[src/rtl/cmaf_pkg.sv]
`default_nettype none

package cmaf_pkg;

    localparam int WINDOW_MAX  = 63;
    localparam int RING_DEPTH  = 64;
    localparam int SAMPLE_BITS = 16;
    localparam int RESULT_CAP  = 32;

    localparam int WIN_W     = 6;
    localparam int IDX_W     = 16;
    localparam int CFG_W     = 16;
    localparam int CFG_IDX_W = 2;

    localparam int RING_AW = $clog2(RING_DEPTH);
    localparam int H_MAX   = (RING_DEPTH - 1) / 2;
    localparam int H_W     = $clog2(H_MAX + 1);
    localparam int CNT_W   = $clog2(2 * H_MAX + 2);
    localparam int SUM_W   = SAMPLE_BITS + CNT_W;
    localparam int VAL_W   = SAMPLE_BITS + 1;
    localparam int K_W     = $clog2(RESULT_CAP + 1);
    localparam int BIT_W   = $clog2(SUM_W);

    localparam logic [CFG_IDX_W-1:0] REG_WINDOW_SIZE    = 2'd0;
    localparam logic [CFG_IDX_W-1:0] REG_RECORD_LENGTH  = 2'd1;
    localparam logic [CFG_IDX_W-1:0] REG_HIGH_PASS_MODE = 2'd2;

    typedef enum logic [2:0] {
        ST_IDLE,
        ST_CHECK,
        ST_SUM,
        ST_TAIL,
        ST_DIVINIT,
        ST_DIV,
        ST_RESULT
    } state_t;

endpackage

`default_nettype wire

[src/rtl/centered_moving_average_filter.sv]
`default_nettype none

// Centered moving average over records of record_length samples. A sample is
// taken in the idle state; the block then emits every result that sample completes
// (normally one, the final sample of a record flushes the rest) and holds
// in_stall high until the sequencer has passed through its check state once
// more after the last of them has been loaded into the output register. With
// the output free, each result is made in these steps, in order: set up the
// window, sum its samples (at most 63) one read at a time through the single
// read port of the 64-entry sample ring, take the last read, load the divider,
// run a restoring divider that resolves one quotient bit a cycle, and load the
// output register. Each sample also has a step of its own to take it and one
// to close it out, so a sample that completes no result ties the block up only
// for those. A stalled output register holds the sequencer until it is free.
// High-pass mode adds no extra state. No clearing pass is needed after reset.

module centered_moving_average_filter (
    input  wire logic                                 clk,
    input  wire logic                                 rst_n,
    input  wire logic                                 cfg_write,
    input  wire logic [cmaf_pkg::CFG_IDX_W-1:0]       cfg_index,
    input  wire logic [cmaf_pkg::CFG_W-1:0]           cfg_data,
    input  wire logic                                 in_valid,
    output logic                                      in_stall,
    input  wire logic signed [cmaf_pkg::SAMPLE_BITS-1:0] sample,
    output logic                                      out_valid,
    input  wire logic                                 out_stall,
    output logic signed [cmaf_pkg::VAL_W-1:0]         filtered_value,
    output logic [cmaf_pkg::IDX_W-1:0]                sample_index,
    output logic                                      end_of_record
);

    cmaf_pkg::state_t state_reg, state_next;

    logic [cmaf_pkg::WIN_W-1:0]  window_size_reg;
    logic [cmaf_pkg::IDX_W-1:0]  record_length_reg;
    logic                        high_pass_reg;

    logic [cmaf_pkg::SAMPLE_BITS-1:0] ring [cmaf_pkg::RING_DEPTH];
    logic [cmaf_pkg::SAMPLE_BITS-1:0] rdata_reg;
    logic [cmaf_pkg::RING_AW-1:0]     rd_addr;

    logic [cmaf_pkg::IDX_W-1:0] input_count_reg, input_count_next;
    logic [cmaf_pkg::IDX_W-1:0] e_reg, e_next;
    logic [cmaf_pkg::IDX_W-1:0] last_reg, last_next;
    logic                       any_reg, any_next;
    logic                       final_reg, final_next;
    logic [cmaf_pkg::K_W-1:0]   k_reg, k_next;

    logic [cmaf_pkg::IDX_W-1:0] j_reg, j_next;
    logic [cmaf_pkg::IDX_W-1:0] hi_reg, hi_next;
    logic [cmaf_pkg::CNT_W-1:0] count_reg, count_next;
    logic                       rd_pend_reg, rd_pend_next;
    logic signed [cmaf_pkg::SUM_W-1:0] acc_reg, acc_next;

    logic [cmaf_pkg::SUM_W-1:0]       q_reg, q_next;
    logic [cmaf_pkg::CNT_W-1:0]       rem_reg, rem_next;
    logic [cmaf_pkg::BIT_W-1:0]       bit_reg, bit_next;
    logic                             neg_reg, neg_next;
    logic [cmaf_pkg::SAMPLE_BITS-1:0] self_reg, self_next;

    logic                             out_valid_reg, out_valid_next;
    logic signed [cmaf_pkg::VAL_W-1:0] out_value_reg, out_value_next;
    logic [cmaf_pkg::IDX_W-1:0]       out_index_reg, out_index_next;
    logic                             out_end_reg, out_end_next;

    logic in_xfer;
    logic out_free;

    // effective record length, window and half window
    logic [cmaf_pkg::IDX_W-1:0] n_eff, n_m1;
    logic [cmaf_pkg::IDX_W-1:0] w_eff;
    logic [cmaf_pkg::IDX_W-1:0] w_half;
    logic [cmaf_pkg::H_W-1:0]   h;

    logic                       final_calc;
    logic [cmaf_pkg::IDX_W:0]   c_plus1;
    logic [cmaf_pkg::IDX_W-1:0] c_plus1_w;

    logic                       go;
    logic [cmaf_pkg::IDX_W:0]   hi_full;
    logic [cmaf_pkg::IDX_W-1:0] hi_calc, lo_calc, lo_clamp, span;

    logic [cmaf_pkg::SUM_W-1:0] rdata_ext;
    logic [cmaf_pkg::SUM_W-1:0] mag;
    logic [cmaf_pkg::CNT_W:0]   rem_sh, rem_diff;
    logic [cmaf_pkg::VAL_W-1:0] q_low, mean, value;

    assign in_xfer  = in_valid && !in_stall;
    assign out_free = !out_valid_reg || !out_stall;

    always_comb
    begin
        logic [cmaf_pkg::IDX_W-1:0] w0;
        n_eff = (record_length_reg == '0) ? cmaf_pkg::IDX_W'(1) : record_length_reg;
        n_m1  = n_eff - 1'b1;
        w0    = (window_size_reg == '0) ? cmaf_pkg::IDX_W'(1)
                                        : cmaf_pkg::IDX_W'(window_size_reg);
        if (w0 > cmaf_pkg::IDX_W'(cmaf_pkg::WINDOW_MAX))
            w0 = cmaf_pkg::IDX_W'(cmaf_pkg::WINDOW_MAX);
        w_eff  = (w0 > n_eff) ? n_eff : w0;
        w_half = w_eff >> 1;
        h = (w_half > cmaf_pkg::IDX_W'(cmaf_pkg::H_MAX)) ? cmaf_pkg::H_W'(cmaf_pkg::H_MAX)
                                                          : w_half[cmaf_pkg::H_W-1:0];
    end

    assign c_plus1    = {1'b0, input_count_reg} + 1'b1;
    assign c_plus1_w  = c_plus1[cmaf_pkg::IDX_W-1:0];
    assign final_calc = c_plus1 >= {1'b0, n_eff};

    assign go = any_reg && (e_reg <= last_reg)
             && (k_reg < cmaf_pkg::K_W'(cmaf_pkg::RESULT_CAP));

    always_comb
    begin
        hi_full  = {1'b0, e_reg} + (cmaf_pkg::IDX_W + 1)'(h);
        hi_calc  = (hi_full > {1'b0, n_m1}) ? n_m1 : hi_full[cmaf_pkg::IDX_W-1:0];
        lo_calc  = (e_reg > cmaf_pkg::IDX_W'(h)) ? e_reg - cmaf_pkg::IDX_W'(h) : '0;
        lo_clamp = (lo_calc > hi_calc) ? hi_calc : lo_calc;
        span     = hi_calc - lo_clamp;
    end

    assign rdata_ext = {{(cmaf_pkg::SUM_W - cmaf_pkg::SAMPLE_BITS){rdata_reg[cmaf_pkg::SAMPLE_BITS-1]}},
                        rdata_reg};
    assign mag       = acc_reg[cmaf_pkg::SUM_W-1] ? (~acc_reg + 1'b1) : acc_reg;
    assign rem_sh    = {rem_reg, q_reg[cmaf_pkg::SUM_W-1]};
    assign rem_diff  = rem_sh - {1'b0, count_reg};
    assign q_low     = q_reg[cmaf_pkg::VAL_W-1:0];
    assign mean      = neg_reg ? (~q_low + 1'b1) : q_low;
    assign value     = high_pass_reg ? ({self_reg[cmaf_pkg::SAMPLE_BITS-1], self_reg} - mean)
                                     : mean;

    // next state
    always_comb
    begin
        state_next = state_reg;
        unique case (state_reg)
            cmaf_pkg::ST_IDLE:    if (in_xfer) state_next = cmaf_pkg::ST_CHECK;
            cmaf_pkg::ST_CHECK:   state_next = go ? cmaf_pkg::ST_SUM : cmaf_pkg::ST_IDLE;
            cmaf_pkg::ST_SUM:     if (j_reg == hi_reg) state_next = cmaf_pkg::ST_TAIL;
            cmaf_pkg::ST_TAIL:    state_next = cmaf_pkg::ST_DIVINIT;
            cmaf_pkg::ST_DIVINIT: state_next = cmaf_pkg::ST_DIV;
            cmaf_pkg::ST_DIV:     if (bit_reg == '0) state_next = cmaf_pkg::ST_RESULT;
            cmaf_pkg::ST_RESULT:  if (out_free) state_next = cmaf_pkg::ST_CHECK;
            default:              state_next = cmaf_pkg::ST_IDLE;
        endcase
    end

    // outputs of the sequencer
    always_comb
    begin
        in_stall = (state_reg != cmaf_pkg::ST_IDLE);
        rd_addr  = (state_reg == cmaf_pkg::ST_SUM) ? j_reg[cmaf_pkg::RING_AW-1:0]
                                                   : e_reg[cmaf_pkg::RING_AW-1:0];
    end

    // datapath
    always_comb
    begin
        input_count_next = input_count_reg;
        e_next           = e_reg;
        last_next        = last_reg;
        any_next         = any_reg;
        final_next       = final_reg;
        k_next           = k_reg;
        j_next           = j_reg;
        hi_next          = hi_reg;
        count_next       = count_reg;
        rd_pend_next     = 1'b0;
        acc_next         = acc_reg;
        q_next           = q_reg;
        rem_next         = rem_reg;
        bit_next         = bit_reg;
        neg_next         = neg_reg;
        self_next        = self_reg;
        out_valid_next   = out_valid_reg && out_stall;
        out_value_next   = out_value_reg;
        out_index_next   = out_index_reg;
        out_end_next     = out_end_reg;

        unique case (state_reg)
            cmaf_pkg::ST_IDLE:
            begin
                if (in_xfer)
                begin
                    final_next = final_calc;
                    k_next     = '0;
                    if (final_calc)
                    begin
                        any_next  = 1'b1;
                        last_next = n_m1;
                    end
                    else
                    begin
                        any_next  = input_count_reg >= cmaf_pkg::IDX_W'(h);
                        last_next = (input_count_reg >= cmaf_pkg::IDX_W'(h))
                                  ? input_count_reg - cmaf_pkg::IDX_W'(h) : '0;
                    end
                end
            end
            cmaf_pkg::ST_CHECK:
            begin
                if (go)
                begin
                    j_next     = lo_clamp;
                    hi_next    = hi_calc;
                    count_next = span[cmaf_pkg::CNT_W-1:0] + cmaf_pkg::CNT_W'(1);
                    acc_next   = '0;
                end
                else if (final_reg)
                begin
                    input_count_next = '0;
                    e_next           = '0;
                end
                else
                    input_count_next = c_plus1_w;
            end
            cmaf_pkg::ST_SUM:
            begin
                rd_pend_next = 1'b1;
                j_next       = j_reg + 1'b1;
                if (rd_pend_reg)
                    acc_next = acc_reg + $signed(rdata_ext);
            end
            cmaf_pkg::ST_TAIL:
                acc_next = acc_reg + $signed(rdata_ext);
            cmaf_pkg::ST_DIVINIT:
            begin
                self_next = rdata_reg;
                neg_next  = acc_reg[cmaf_pkg::SUM_W-1];
                q_next    = mag;
                rem_next  = '0;
                bit_next  = cmaf_pkg::BIT_W'(cmaf_pkg::SUM_W - 1);
            end
            cmaf_pkg::ST_DIV:
            begin
                bit_next = bit_reg - 1'b1;
                if (!rem_diff[cmaf_pkg::CNT_W])
                begin
                    rem_next = rem_diff[cmaf_pkg::CNT_W-1:0];
                    q_next   = {q_reg[cmaf_pkg::SUM_W-2:0], 1'b1};
                end
                else
                begin
                    rem_next = rem_sh[cmaf_pkg::CNT_W-1:0];
                    q_next   = {q_reg[cmaf_pkg::SUM_W-2:0], 1'b0};
                end
            end
            cmaf_pkg::ST_RESULT:
            begin
                if (out_free)
                begin
                    out_valid_next = 1'b1;
                    out_value_next = $signed(value);
                    out_index_next = e_reg;
                    out_end_next   = (e_reg == n_m1);
                    e_next         = e_reg + 1'b1;
                    k_next         = k_reg + 1'b1;
                end
            end
            default: ;
        endcase
    end

    always_ff @(posedge clk or negedge rst_n)
    begin
        if (!rst_n)
        begin
            window_size_reg   <= cmaf_pkg::WIN_W'(1);
            record_length_reg <= cmaf_pkg::IDX_W'(1);
            high_pass_reg     <= 1'b0;
        end
        else if (cfg_write)
        begin
            unique case (cfg_index)
                cmaf_pkg::REG_WINDOW_SIZE:    window_size_reg   <= cfg_data[cmaf_pkg::WIN_W-1:0];
                cmaf_pkg::REG_RECORD_LENGTH:  record_length_reg <= cfg_data[cmaf_pkg::IDX_W-1:0];
                cmaf_pkg::REG_HIGH_PASS_MODE: high_pass_reg     <= cfg_data[0];
                default: ;
            endcase
        end
    end

    always_ff @(posedge clk)
    begin
        if (in_xfer)
            ring[input_count_reg[cmaf_pkg::RING_AW-1:0]] <= sample;
    end

    always_ff @(posedge clk)
    begin
        rdata_reg <= ring[rd_addr];
    end

    always_ff @(posedge clk or negedge rst_n)
    begin
        if (!rst_n)
        begin
            state_reg       <= cmaf_pkg::ST_IDLE;
            input_count_reg <= '0;
            e_reg           <= '0;
            any_reg         <= 1'b0;
            final_reg       <= 1'b0;
            k_reg           <= '0;
            rd_pend_reg     <= 1'b0;
            out_valid_reg   <= 1'b0;
        end
        else
        begin
            state_reg       <= state_next;
            input_count_reg <= input_count_next;
            e_reg           <= e_next;
            any_reg         <= any_next;
            final_reg       <= final_next;
            k_reg           <= k_next;
            rd_pend_reg     <= rd_pend_next;
            out_valid_reg   <= out_valid_next;
        end
    end

    always_ff @(posedge clk)
    begin
        last_reg      <= last_next;
        j_reg         <= j_next;
        hi_reg        <= hi_next;
        count_reg     <= count_next;
        acc_reg       <= acc_next;
        q_reg         <= q_next;
        rem_reg       <= rem_next;
        bit_reg       <= bit_next;
        neg_reg       <= neg_next;
        self_reg      <= self_next;
        out_value_reg <= out_value_next;
        out_index_reg <= out_index_next;
        out_end_reg   <= out_end_next;
    end

    assign out_valid      = out_valid_reg;
    assign filtered_value = out_value_reg;
    assign sample_index   = out_index_reg;
    assign end_of_record  = out_end_reg;

endmodule

`default_nettype wire
[config.mk]
export PLATFORM = sky130hd
export DESIGN_NAME = centered_moving_average_filter
export DESIGN_NICKNAME = d
export VERILOG_FILES = /design/src/rtl/cmaf_pkg.sv /design/src/rtl/centered_moving_average_filter.sv
export SDC_FILE = /design/constraint.sdc
export NUM_CORES = 2
export LEC_CHECK = 0
export BUFFER_PORTS_ARGS = -buffer_cell sky130_fd_sc_hd__buf_2
export CAP_MARGIN = 10
export CORE_UTILIZATION = 68
export DETAILED_ROUTE_END_ITERATION = 6
export GPL_TIMING_DRIVEN = 0
export PLACE_DENSITY = 0.91
export SYNTH_ARGS = -nofsm -noshare
export SYNTH_HDL_FRONTEND = slang
export SYNTH_SLANG_ARGS = --single-unit
[constraint.sdc]
create_clock -name clk -period 20.8 [get_ports clk]
set_input_delay 3.12 -clock clk [delete_from_list [all_inputs] [get_ports clk]]
set_output_delay 3.12 -clock clk [all_outputs]
set_load 0.05 [all_outputs]
==> Word level (Yosys, flattened, before mapping) <==
Memories as Yosys holds them, arrays and structs flattened. A register that Yosys moved wholly into a read port is not among the register bits.
Index checks and enable logic that the tools add are counted.
W data, S select, Z words.
{ "word_totals": {"regBits": 228, "ram_bits": 1024, "input_bits": 39, "out_inout_bits": 36, "elab_cells": 147, "n_memories": 1} }
{ "memory_table": {"columns": ["name", "depth", "word_bits", "read_ports", "rd_clocked_by_memory_dff", "write_ports", "line", "source"], "rows": [
  ["ring", 64, 16, 1, 1, 1, "centered_moving_average_filter.sv:39", "logic [cmaf_pkg::SAMPLE_BITS-1:0] ring [cmaf_pkg::RING_DEPTH];"]
]} }
{ "op_classes": {"n_addsub": 16, "order_cmp": 10, "n_eq_ne": 18, "mux": 44, "n_bitwise": 3, "n_reduce_logical": 31} }
{ "op_table": {"columns": ["operator", "count"], "rows": [
  ["$mux W16", 12],
  ["$mux W22", 3],
  ["$pmux W22 S3", 1],
  ["$pmux W16 S2", 2],
  ["$pmux W22 S2", 1],
  ["$mux W6", 6],
  ["$mux W17", 2],
  ["$add A16 B1 Y16 const B", 2],
  ["$eq A16 B16 Y1", 2],
  ["$gt A16 B16 Y1", 2],
  ["$sub A16 B5 Y16", 2],
  ["$pmux W6 S2", 2],
  ["$add A22 B1 Y22 const B", 1],
  ["$add A22 B16 Y22", 1],
  ["$not A22 Y22", 1],
  ["$pmux W3 S7", 1],
  ["$add A16 B1 Y17 const B", 1],
  ["$add A16 B5 Y17", 1],
  ["$add A17 B1 Y17 const B", 1],
  ["$ge A17 B16 Y1", 1],
  ["$gt A17 B16 Y1", 1],
  ["$not A17 Y17", 1],
  ["$sub A17 B17 Y17", 1],
  ["$ge A16 B5 Y1", 1],
  ["other kinds (35)", 73]
]} }

==> Logic depth before layout (Yosys ltp) <==
{ "logic_depth": {"depth_word": 15, "depth_mapped": 55, "ltp_nobuf": 53} }

==> Worst setup path before layout <==
Ideal clock, no wire load.
{ "synth_path": {"path_kind": "register -> register", "start": "register record_length_reg[2] (netlist name)", "end": "register count_reg[5] (netlist name), data pin", "setup_ns": 0.264, "arrival_ns": 9.324, "t_required_ns": 20.536, "slack_ns": 11.212, "stages_incl_launch_ff": 55, "n_path_buf": 2, "synth_period_minus_slack_ns": 9.588, "path_cell_list": "dfrtp_1 > or4_1 > or4_1 > nor2_1 > a21oi_1 > inv_1 > ha_1 > nor2b_1 > o21a_1 > o21ai_0 > nand2b_1 > a21oi_1 > nor2b_1 > o221ai_1 > clkbuf_1 > nand2_1 > o21ai_0 > ha_1 > (+19 left out) > ha_1 > nand4_1 > nor4_1 > a2111oi_0 > a31oi_2 > clkinv_1 > nand2_1 > nand2_1 > ha_1 > inv_1 > ha_1 > inv_1 > fa_1 > inv_1 > a21o_1 > a21oi_1 > xor2_1 > xnor2_1"} }
{ "synth_via": {"elab_chain_len": 13, "word_cells_on_any_way": 17, "cone_classes": "5 x add/sub; 5 x order compare; 6 x mux; 1 x reduce/logical"} }
{ "synth_lines": {"columns": ["item", "line", "source"], "rows": [
  ["start: declaration", "centered_moving_average_filter.sv:36", "logic [cmaf_pkg::IDX_W-1:0] record_length_reg;"],
  ["start signal: assignment", "centered_moving_average_filter.sv:270", "record_length_reg <= cmaf_pkg::IDX_W'(1);"],
  ["start signal: assignment", "centered_moving_average_filter.sv:277", "cmaf_pkg::REG_RECORD_LENGTH: record_length_reg <= cfg_data[cmaf_pkg::IDX_W-1:0];"],
  ["$logic_not A16 Y1", "centered_moving_average_filter.sv:95", "n_eff = (record_length_reg == '0) ? cmaf_pkg::IDX_W'(1) : record_length_reg;"],
  ["$mux W16 (*)", "centered_moving_average_filter.sv:95", null],
  ["$gt A16 B16 Y1", "centered_moving_average_filter.sv:101", "w_eff = (w0 > n_eff) ? n_eff : w0;"],
  ["$mux W16", "centered_moving_average_filter.sv:101", null],
  ["$gt A15 B5 Y1", "centered_moving_average_filter.sv:103", "h = (w_half > cmaf_pkg::IDX_W'(cmaf_pkg::H_MAX)) ? cmaf_pkg::H_W'(cmaf_pkg::H_MAX)"],
  ["$mux W5", "centered_moving_average_filter.sv:103", null],
  ["$add A16 B5 Y17", "centered_moving_average_filter.sv:116", "hi_full = {1'b0, e_reg} + (cmaf_pkg::IDX_W + 1)'(h);"],
  ["$gt A17 B16 Y1", "centered_moving_average_filter.sv:117", "hi_calc = (hi_full > {1'b0, n_m1}) ? n_m1 : hi_full[cmaf_pkg::IDX_W-1:0];"],
  ["$mux W16 (*)", "centered_moving_average_filter.sv:117", null],
  ["named net hi_calc (one bit)", "centered_moving_average_filter.sv:82", "logic [cmaf_pkg::IDX_W-1:0] hi_calc, lo_calc, lo_clamp, span;"],
  ["$gt A16 B16 Y1 (*)", "centered_moving_average_filter.sv:119", "lo_clamp = (lo_calc > hi_calc) ? hi_calc : lo_calc;"],
  ["$mux W16 (*)", "centered_moving_average_filter.sv:119", null],
  ["$sub A6 B6 Y6 (*)", "centered_moving_average_filter.sv:120", "span = hi_calc - lo_clamp;"],
  ["$add A6 B1 Y6 (*)", "centered_moving_average_filter.sv:207", "count_next = span[cmaf_pkg::CNT_W-1:0] + cmaf_pkg::CNT_W'(1);"],
  ["end signal: assignment", "centered_moving_average_filter.sv:326", "count_reg <= count_next;"],
  ["end: declaration", "centered_moving_average_filter.sv:52", "logic [cmaf_pkg::CNT_W-1:0] count_reg, count_next;"]
]} }
Mark *: on every way through the listed nets, which the timed path passes. The rest lies on a longest branch.
A chain may end at the register's enable or synchronous reset.

==> Worst setup path in the final report <==
Same ends and word-level chain as after synthesis.

==> run metrics <==
Setup Viol. Count Final 0; leakage power 23.57 nW; hold slack 0.4696 ns; via count 43.01k; WHS Endpoint self_reg[3]; CTS resizes 0; RSZ-0062 raised after global routing no; reg-to-reg endpoint count_reg[5]; Die X 292.6 um; Critical Path RT 21.20 ns; crit end category flip-flop; die area 85,620 um^2; number of synthesized flops with an enable pin 1,184; FF+latch count, synth 1,268; area grow syn2layout 11.42%; reg2reg start record_length_reg[2]; Max stage delay on crit path 0.57 ns; Vias/cell 6.843; WHS Path Cells 0; synthesized instance count 4,838; max reg flops 1,024; Fin. Hold Viols 0; Clock transition at path regs 0.06 ns; initial antenna violation count 5; top cells by count, synth edfxtp_1, nand2_1, nand3_1; top-area cell type share of the netlist area 61.91%; overall power 10.23 mW; Synth warnings 0; mean area per synthesized cell 11.87 um^2; ranking of synthesized cells by area edfxtp_1, nand2_1, nand3_1; gp weighted congestion 1.026; Mapped Nets 5,029; slowest CP cell or4_1; clock buffer count from CTS 121; first-pass iteration count of the detailed router 7; dominant cell type by area after synthesis edfxtp_1; P per Cell Area 159.9 nW/um^2; first-pass GRT wire length 248,200 um; Post-Syn Area 57,430 um^2; drt drc 4; fin nets 5,301; H-tree lvl count 3; pin slew with the least headroom to its limit 1.428 ns; Worst-Skew Late Latency 0.73 ns; HPWL after DPL 113,700 um; port bufs 74; gr usage total 39.28%; fin cells 6,285; clk root buf clkbuf_16; drt wl/cell 26.96 um; outcome complete, but fails checks; vias in the first global route 41.47k; io pins 75; num rows 106; Tcrit/Tclk final 58.41%; fmax 82.31 MHz; Final Skew 0.03916 ns; Clock Sinks 1,268; largest net degree at the start of global routing 69; CP Class reg2reg; critical path arrival 12.55 ns; first-iteration detailed-routing DRC count 7,023; Top cell by count, worst path inv_1; Hold WC Path Type reg2reg; fin. max-slew vios 0; Primary FF master, synth edfxtp_1; hold_sp rdata_reg[3]; Max IR drop VDD 115.9 uV; Worst slew margin 4.767%; postcts setup bufs 0; Setup TNS 0 ns; Starting Density 68.73%; synth unique cells 76; DRT antenna net count 0; most common cell in the netlist edfxtp_1; Max clock buf depth 3; Startpoint Class flip-flop; max capacitance violation total 0; reg2reg path depth 53; ys async rst share 5.363%; Vert. Die Dim 292.6 um; Core Region 83,560 um^2; ratio of cells with drive above 1 in the final layout 9.591%; Seq/Total Area, Yosys 65.43%; Inst Count DP 6,053; GRT overflow 0; Final Util 76.58%; CTS hold repair buffers 0; CTS tree done; failing checks DRC; min Tclk post-route 12.15 ns; crit path max fanout 10; r2r setup slk 8.65 ns; Post-Route WL 169,400 um
worst max path at each step:
stage / startpoint / to / slack (ns) / depth (start not counted)
after floorplan: record_length_reg[2] / count_reg[5] / 11.21 / 54
after global placement: record_length_reg[2] / count_reg[5] / 9.17 / 51
after detailed placement: record_length_reg[2] / count_reg[5] / 8.92 / 53
after CTS: record_length_reg[2] / count_reg[5] / 8.86 / 53
after global routing: record_length_reg[2] / count_reg[5] / 7.72 / 53
final: record_length_reg[2] / count_reg[5] / 8.65 / 53
where the power goes:
group	internal, mW	switching [mW]	leakage, nW
combinational	1.43	3.39	9.99
sequential	3.07	0.160	11.7
clock	1.24	0.950	1.88
total	5.73	4.50	23.6
final cells by class:
class,count,area (um^2)
antenna,2,5.005
buffer,291,1308
clock buffer,151,3213
clock inverter,65,670.6
fill,4760,19570
inverter,126,478.0
multi-input combinational,3153,18110
sequential,1268,37580
tap,1080,1351
timing repair buffer,149,1276
cell usage in the layout (no fill, tap or decap), drive strengths merged, types with 113 or more instances in the layout:
master | synthesis | routed
ha | 145 | 145
nor2 | 210 | 210
edfxtp | 1184 | 1184
nand3 | 443 | 443
buf | 153 | 299
nand2 | 1167 | 1167
clkbuf | 138 | 292
and3 | 113 | 113
a311oi | 160 | 160
inv | 124 | 125
metrics by stage:
step	cell area (um^2)	setup slack, ns
floorplan	57430	11.21
global placement	59150	9.174
detailed placement	59870	8.921
CTS	63760	8.856
global route	63980	7.722
finish	63990	8.650
cells by family (layout without fill, tap and decap cells):
kind of cell	Yosys count	after routing	share of synthesized area [%]
fa+ha+maj	152	152	3.403
simple gates	2145	2145	16.49
compound gates	590	590	7.231
mux	71	71	1.346
flops	1268	1268	65.43
xor+xnor	195	195	2.987
other cells	0	2	0
buf+inv	417	782	3.107
metal layers:
layer	share of wire, %	global-route usage [%]	vias to the layer above
met1	33	48.35	20239
met2	46	62.03	3795
met3	13	10.52	804
li1	-	-	18159
met5	0.051	0.1702	-
met4	7.3	24.91	10
worst max-delay path, delay by kind of cell, from the launching register on:
kind            cells  cell delay (ns)
xor+xnor            3             0.57
flops               1             0.45
mux                 2             0.61
compound gates     18             3.75
buf+inv            10             1.82
simple gates       12             2.48
fa+ha+maj           8             2.14
Note: power is estimated with default switching activity, not from simulation.
